==> config.mk <==
export PLATFORM = sky130hd
export DESIGN_NAME = crtpc_div
export DESIGN_NICKNAME = d
export VERILOG_FILES = /design/src/rtl/crtpc_pkg.sv /design/src/rtl/crtpc_div.sv
export VERILOG_INCLUDE_DIRS = /design/src /design/src/rtl
export SDC_FILE = /design/constraint.sdc
export NUM_CORES = 1
export LEC_CHECK = 0
export BUFFER_PORTS_ARGS = -buffer_cell sky130_fd_sc_hd__buf_2
export CORE_ASPECT_RATIO = 0.75
export CORE_MARGIN = 5
export CORE_UTILIZATION = 55
export CTS_CLUSTER_DIAMETER = 80
export DETAILED_ROUTE_END_ITERATION = 10
export GPL_TIMING_DRIVEN = 0
export PLACE_DENSITY = 0.8
export SLEW_MARGIN = 20
export SYNTH_ARGS = -nofsm -noshare
export SYNTH_HDL_FRONTEND = slang
export SYNTH_SLANG_ARGS = --single-unit
==> constraint.sdc <==
create_clock -name i_clk -period 8.8 [get_ports i_clk]
set_clock_uncertainty 0.1 [all_clocks]
set_input_delay 2.64 -clock i_clk [delete_from_list [all_inputs] [get_ports i_clk]]
set_output_delay 2.64 -clock i_clk [all_outputs]
set_load 0.1 [all_outputs]
==> src/rtl/assert_macros.svh <==
// Assertion macros shared by the CRT pair combiner RTL.
`ifndef ASSERT_MACROS_SVH
`define ASSERT_MACROS_SVH

// Check a property on every clock edge outside reset.
`define CRT_ASSERT(lbl, clk, rst_n, prop, msg) \
    lbl: assert property (@(posedge clk) disable iff (!rst_n) (prop)) else $error(msg);

// Check that a condition never holds outside reset.
`define CRT_ASSERT_NEVER(lbl, clk, rst_n, cond, msg) \
    lbl: assert property (@(posedge clk) disable iff (!rst_n) !(cond)) else $error(msg);

`endif

==> src/rtl/crtpc_pkg.sv <==
// Shared constants and divider control types for the CRT pair combiner.
package crtpc_pkg;

    localparam int MODULUS_WIDTH_DEF = 32;
    localparam int FIELD_W           = 32;
    localparam int RESULT_W          = 64;

    typedef struct packed {
        logic start;
        logic wide;
    } t_div_req;

    typedef struct packed {
        logic busy;
        logic done;
    } t_div_rsp;

endpackage

==> src/rtl/crtpc_div.sv <==
// Restoring shift-subtract divider, one quotient bit per cycle.
`include "assert_macros.svh"

module crtpc_div
    import crtpc_pkg::*;
#(
    parameter int MODULUS_WIDTH = MODULUS_WIDTH_DEF
) (
    input  logic                       i_clk,
    input  logic                       i_rst_n,
    input  t_div_req                   i_req,
    input  logic [2*MODULUS_WIDTH-1:0] i_dividend,
    input  logic [MODULUS_WIDTH-1:0]   i_divisor,
    output t_div_rsp                   o_rsp,
    output logic [MODULUS_WIDTH-1:0]   o_quotient,
    output logic [MODULUS_WIDTH-1:0]   o_remainder
);

    localparam int W     = MODULUS_WIDTH;
    localparam int DW    = 2 * W;
    localparam int CNT_W = $clog2(DW + 1);

    logic             r_busy;
    logic             r_done;
    logic [CNT_W-1:0] r_cnt;
    logic [W-1:0]     r_rem;
    logic [W-1:0]     r_dvs;
    logic [DW-1:0]    r_dvd;

    logic [W:0]       w_trial;
    logic [W:0]       w_diff;
    logic             w_ge;

    assign w_trial = {r_rem, r_dvd[DW-1]};
    assign w_ge    = (w_trial >= {1'b0, r_dvs});
    assign w_diff  = w_trial - {1'b0, r_dvs};

    always_ff @(posedge i_clk) begin
        if (!i_rst_n) begin
            r_busy <= 1'b0;
            r_done <= 1'b0;
            r_cnt  <= '0;
        end else begin
            r_done <= 1'b0;
            if (i_req.start) begin
                r_busy <= 1'b1;
                r_cnt  <= i_req.wide ? CNT_W'(DW) : CNT_W'(W);
            end else if (r_busy) begin
                r_cnt <= r_cnt - 1'b1;
                if (r_cnt == CNT_W'(1)) begin
                    r_busy <= 1'b0;
                    r_done <= 1'b1;
                end
            end
        end
    end

    always_ff @(posedge i_clk) begin
        if (i_req.start) begin
            r_dvd <= i_req.wide ? i_dividend : {i_dividend[W-1:0], {W{1'b0}}};
            r_rem <= '0;
            r_dvs <= i_divisor;
        end else if (r_busy) begin
            r_rem <= w_ge ? w_diff[W-1:0] : w_trial[W-1:0];
            r_dvd <= {r_dvd[DW-2:0], w_ge};
        end
    end

    assign o_rsp.busy  = r_busy;
    assign o_rsp.done  = r_done;
    assign o_quotient  = r_dvd[W-1:0];
    assign o_remainder = r_rem;

    `CRT_ASSERT(a_done_after_busy, i_clk, i_rst_n, r_done |-> $past(r_busy), "done without busy")
    `CRT_ASSERT(a_busy_count, i_clk, i_rst_n, r_busy |-> r_cnt != '0, "busy with empty count")

endmodule

[Word-level counts from Yosys, hierarchy flattened]
Cells that the tools add are included.
Word-level totals
  flip-flop bits (word level): 137
  input bits: 100
  output and inout port bits: 66
  word-level logic and storage cells: 25
Cells by class
  add/subtract/negate cells: 2
  magnitude comparators: 1
  eq/ne operators: 1
  muxes and demuxes: 11
  bitwise logic cells: 2
  reduce and logical (&&, ||, !) cells: 2
Operators by type and width (count)
  64-bit 2-to-1 mux: 3
  33-bit by 32-bit >= comparator with 1-bit output: 1
  32-bit 2-to-1 mux: 1
  32-bit subtractor: 1
  7-bit 2-to-1 mux: 3
  7-bit by 1-bit equality test with 1-bit output (second input constant): 1
  7-bit by 1-bit subtractor with 7-bit output (second input constant): 1
  1-bit 2-to-1 mux: 4
  3-bit OR reduction: 1
  1-bit inverter: 2
  2-bit nonzero test: 1

[Longest topological paths before layout]
Gate-level depths: netlist of run 1.
  depth in word-level cells: 4
  mapped depth: 13
  gate-level depth less buffers: 12

[Least setup slack after synthesis of run 1]
OpenSTA, ideal clock, no wires.
  path type: input-to-reg
  start: in i_req[1] in the netlist's numbering
  end: reg r_dvd[0] (enable)
  setup time: 0.690 ns
  data arrival time: 4.561 ns
  data required time: 8.010 ns
  path slack: 3.449 ns
  cell stages on the path: 5
  path buffers: 3
  cells stage by stage: clkbuf_1 inv_1 clkbuf_1 buf_1 nand2_1
Between the ends
  longest elaborated chain between the ends: 1
RTL lines
  from (decl): RTL line crtpc_div.sv:11  | input t_div_req i_req,
  2-bit nonzero test (no line)
  to (signal assigned): RTL line crtpc_div.sv:60  | r_dvd <= i_req.wide ? i_dividend : {i_dividend[W-1:0], {W{1'b0}}};
  to (signal assigned): RTL line crtpc_div.sv:65  | r_dvd <= {r_dvd[DW-2:0], w_ge};
  to (decl): RTL line crtpc_div.sv:28  | logic [DW-1:0] r_dvd;
Every way passes these cells.
A chain may end at the register's enable or synchronous reset.

[Final worst setup path of run 1]
  start: in i_req[1] in the netlist's numbering
  end: reg r_dvd[6] (enable)
Same word-level chain as after synthesis.

==> run metrics, run 1 <==
sw frac 38.3%; I/O pins 166; Unique masters post-synth 59; initial antenna violation count 1; Internal 1.37 mW; TritonRoute pass-1 iters 5; yosys warns 0; Worst setup EP type register; Logic pwr share 31.5%; CTS resizes 0; CTS clk-pin slew, worst paths 60 ps; Area growth, synth to finish 21.3%; Final WS setup 3610 ps; Slowest cell on crit path buf_2; initial core utilization 55.6%; Critical Path Fanout Max 35; GR Overflow Total 0; crit-path cells buf_2 > clkbuf_1 > inv_1 > clkbuf_1 > buf_1 > nand2_4 > buf_12; CP max stage delay 600 ps; asr flop ratio synth 0%; buffer and inverter count on the worst path 6; most frequent CP cell clkbuf_1; Post-Route WL 20.7 mm; Final Net Count 1120; Residual DRC 0; Clock Sinks 137; clock share of power 32.5%; fillers 1127; Finish-stage setup viols 0; CP arrival 5210 ps; Final Instance Count excl. Fillers 1198; Clk Latency, worst-skew pair 430 ps; pre-CTS setup slack 3170 ps; fin crit period 5190 ps; VDD IR max 140 uV; largest net degree at the start of global routing 36; Critical Path RT 8820 ps; Die H 114 um; max_cap viols 0; root cell of the clock tree clkbuf_16; crit share post-route 59.0%; pwr/cell area 231 nW/um^2; critical path class in2reg; Synth Flop Type edfxtp_1; R2R Setup Slk 5280 ps; FMAX 193 MHz; Final ANT Viol Nets 0; Core ar. 14300 um^2; Avg Vias per Cell 5.62; Final Hold Vio Count 0; RSZ-0062 raised after global routing no; ant diodes 0; Inst Count DP 1166; Synthesized Nets 936; outcome finished, final reports clean; Post-synth EDFFs 96; H-Tree Depth 4; drt initial violations 628; CTS tree yes; most frequent cells in the layout 168 x buf_2, 96 x edfxtp_1, 91 x nand2_1, 83 x nor2_1, 70 x a21oi_1; Final HPWL DP 15.2 mm; Seq/Total Area, Yosys 46.6%; Util after Layout 67.5%; synthesis-stage register bit count 137; Post-Synthesis Cells 801; P_sw 0.852 mW; Syn Std Cell Area 7960 um^2; HP Class reg2reg; commonest non-fill, non-tap cell in the layout buf_2; overall global routing resource usage 24.3%; CP Launch Type primary input; Crit path max-delay family buffers and inverters; number of global-route vias before repair 6285; cts-stage hold buffer count 0; die area 17000 um^2; buffer depth of the longest clock path 2; syn avg cell area 9.93 um^2; # port buffers 164; Tightest Pin Transition 873 ps; postcts setup bufs 0; drt wl/cell 17.3 um; Sum Neg Setup Slack 0 ps; first-pass GRT wire length 32.6 mm; Relative slew margins 41.8%; cts bufs inserted 17; share of power burned in registers 35.9%; Leakage 4.25 nW; routability cong. 0.943; layout cell share with drive strength beyond 1 27.1%; Die Wd 149 um; Slew Limit Fails 0; total number of vias 6728; num rows 38
## kinds of logic after synthesis
logic type,synth area share (%)
multiplexers,4.40
XOR/XNOR,3.63
adder cells (fa/ha/maj),5.60
flip-flops,46.6
buffers and inverters,8.10
AND/OR/NAND/NOR,12.7
AO/OA/AOI/OAI,19.0
## Yosys cell counts (2+ instances only)
library cell	count	area, um^2
edfxtp_1	96	2880
nand2_1	92	345
nor2_1	83	312
a21oi_1	70	350
inv_1	43	161
dfxtp_1	41	821
buf_4	35	263
mux2i_1	35	350
ha_1	34	425
a22o_1	32	280
clkbuf_1	30	113
o21ai_0	21	105
xnor2_1	21	184
a311oi_2	17	255
a21o_1	12	90.1
nand4_1	12	75.1
xor2_1	12	105
a211oi_1	10	75.1
nor3_1	9	45.0
a31oi_1	7	43.8
buf_1	7	26.3
nand3_1	6	30.0
nor2b_1	6	37.5
buf_6	5	56.3
o211ai_1	5	37.5
and2_1	4	25.0
buf_2	4	20.0
o21a_1	4	30.0
o21ai_1	4	20.0
o31ai_1	4	30.0
a311oi_1	3	26.3
o21bai_1	3	22.5
a221oi_1	2	17.5
and3_1	2	12.5
nand3b_1	2	15.0
nor3_2	2	20.0
nor3b_1	2	15.0
nor4_1	2	12.5
o211a_1	2	20.0
## worst min-delay path, delay by kind of cell, from the launching register on
family | cells | cell delay (ps)
AOI/OAI and AO/OA | 1 | 50
DFF | 1 | 340
and+or+nand+nor | 1 | 80
## routing by layer
metal	GRT usage, %	vias up	part of all wire (%)
li1	-	3245	-
met1	35.8	3195	46
met2	36.3	256	45
met3	5.34	30	7.5
met4	6.59	2	1.4
met5	0	-	0.087
## stage by stage
| step | power, mW | cell area (um^2) | hold slack, ps |
|---|---|---|---|
| 2_1_floorplan | 1.36 | 7960 | 369 |
| 3_3_place_gp | 1.49 | 9030 | 382 |
| 3_5_place_dp | 1.50 | 9050 | 388 |
| 4_1_cts | 2.23 | 9650 | 415 |
| 5_1_grt | 2.32 | 9650 | 456 |
| 6_report | 2.23 | 9650 | 419 |
## worst paths after layout
check / end / depth (start not counted) / from
hold / removal: o_remainder[1] / 2 / o_remainder[1]
setup / recovery: r_dvd[6] / 7 / i_req[1]
hold reg to reg: o_remainder[1] / 2 / o_remainder[1]
setup reg to reg: o_remainder[8] / 11 / r_dvs[24]
## final cells by class
class                      instances  area, um^2  share of cell area, %
inverter                          43         161                   1.67
timing repair buffer             165         841                   8.71
sequential                       137        3700                   38.4
clock buffer                      17         425                   4.41
clock inverter                    15         174                   1.80
tap                              200         250                   2.59
multi-input combinational        539        3610                   37.4
buffer                            82         483                   5.00
## power by group through the flow
stage               Clock, mW  Sequential (mW)  Combinational [mW]
global route            0.767            0.806               0.749
global placement            0            0.811               0.681
detailed placement          0            0.812               0.691
finish                  0.724            0.799               0.702
floorplan                   0            0.905               0.451
CTS                     0.735            0.799               0.697
## sequential cells by signal, summed over array words and instances (netlist names)
signal,cells
r_cnt,7
o_remainder,32
r_dvd,64
r_done,1
r_dvs,32
r_busy,1
Power figures use the tool's default switching activity.
==> run 2, diff against run 1 <==
==> constraint.sdc (replaced) <==
create_clock -name i_clk -period 5.12 [get_ports i_clk]
set_clock_uncertainty 0.1 [all_clocks]
set_input_delay 1.536 -clock i_clk [delete_from_list [all_inputs] [get_ports i_clk]]
set_output_delay 1.536 -clock i_clk [all_outputs]
set_load 0.1 [all_outputs]
==> run 2 against run 1 <==
Effect of this change: wire length about the same; cell count stayed put; total power increased by 72%; die area unchanged; clock-buffer cell count stayed put; critical path depth is the same; global-route usage is essentially flat; cell area stayed put; combinational power up 72%; register-to-register slack got worse by 3700 ps; hold slack got worse by 4.0 ps.
==> run metrics, run 2 (same netlist as run 1, synthesis figures left out) <==
initial antenna violation count 1; CP Launch Type primary input; Final Instance Count excl. Fillers 1198; crit share post-route 79.7%; R2R Setup Slk 1630 ps; initial core utilization 55.6%; Die Wd 149 um; # port buffers 164; CTS tree yes; overall global routing resource usage 24.3%; drt wl/cell 17.3 um; Inst Count DP 1166; root cell of the clock tree clkbuf_16; commonest non-fill, non-tap cell in the layout buf_2; Biggest register r_dvd; CP endpoint r_dvd[6]; Sum Neg Setup Slack 0 ps; H-Tree Depth 4; met2 Use GR 36.4%; Leakage 4.25 nW; Area growth, synth to finish 21.3%; largest net degree at the start of global routing 36; I/O pins 166; GR Layer Usage met3 5.34%; number of global-route vias before repair 6279; buffer depth of the longest clock path 2; Avg Vias per Cell 5.59; fillers 1127; area of the multi-input gates 3610 um^2; ant diodes 0; Largest register FFs 64; met1 global-route usage 35.9%; HP Class reg2reg; gr busiest metal met2; Critical Path Fanout Max 35; FF-to-FF End o_remainder[8]; total number of vias 6702; Worst setup EP type register; Final ANT Viol Nets 0; RSZ-0062 raised after global routing no; TritonRoute pass-1 iters 6; Tightest Pin Transition 883 ps; pwr/cell area 396 nW/um^2; layout cell share with drive strength beyond 1 27.1%; Relative slew margins 41.2%; GR Overflow Total 0; CTS clk-pin slew, worst paths 60 ps; CP arrival 4100 ps; Storage cell area 3700 um^2; Residual DRC 0; CTS resizes 0; Final Hold Vio Count 0; Worst setup startpoint i_req[1]; Post-Route WL 20.7 mm; Critical Path RT 5140 ps; cts-stage hold buffer count 0; Finish-stage setup viols 0; Die H 114 um; postcts setup bufs 0; WHS Path Cells 2; VDD IR max 240 uV; num rows 38; r2r worst-path depth 11; Final HPWL DP 15.2 mm; critical register-to-register path startpoint r_dvs[24]; FMAX 245 MHz; critical path class in2reg; Clock Sinks 137; drt initial violations 574; Slew Limit Fails 0; cts bufs inserted 17; Final Net Count 1120; first-pass GRT wire length 32.6 mm; routability cong. 0.943; die area 17000 um^2; Clk Latency, worst-skew pair 430 ps; max_cap viols 0; outcome finished, final reports clean; most frequent cells in the layout 168 x buf_2, 96 x edfxtp_1, 91 x nand2_1, 83 x nor2_1, 70 x a21oi_1; Hold Worst Slack 415 ps; Core ar. 14300 um^2; fin crit period 4080 ps
## run 2: area by class of cell
type / count / share of cell area, %
plain buffers: 82 / 5.00
clock buffers: 17 / 4.41
clock inverters: 15 / 1.80
inverters: 43 / 1.67
multi-input cells: 539 / 37.4
flip-flops and latches: 137 / 38.4
well taps: 200 / 2.59
repair buffers: 165 / 8.71
## run 2: power by group
group          switching (mW)  internal [mW]  total, mW
clock network           0.547          0.697       1.24
registers              0.0652           1.31       1.37
logic                   0.852          0.355       1.21
## run 2: through the flow
step / worst slack (ps) / power, mW / utilization [%] / cell area, um^2
2_1_floorplan: 873 / 2.33 / - / 7960
3_3_place_gp: -725 / 2.57 / 63.1 / 9030
3_5_place_dp: 597 / 2.58 / 63.3 / 9050
4_1_cts: 1040 / 3.84 / 67.5 / 9650
5_1_grt: 877 / 3.99 / 67.5 / 9650
6_report: 1040 / 3.83 / 67.5 / 9650
## run 2: worst min-delay path by stage
stage | startpoint | endpoint
6_report | o_remainder[1] | o_remainder[1]
5_1_grt | o_remainder[12] | o_remainder[13]
4_1_cts | o_remainder[1] | o_remainder[1]
3_5_place_dp | r_cnt[1] | r_cnt[1]
3_3_place_gp | r_cnt[1] | r_cnt[1]
2_1_floorplan | r_cnt[1] | r_cnt[1]
## run 2: critical path, stage by stage
cell and delay, ps:
buf_2 600, clkbuf_1 470, inv_1 110, clkbuf_1 270
buf_1 370, nand2_4 430, buf_12 270
## run 2: routing by layer
metal	vias up	part of all wire (%)	wire length [um]
li1	3237	-	-
met1	3156	46	9480
met2	278	45	9250
met3	29	8.3	1710
met4	2	1.4	282
met5	-	0.087	18
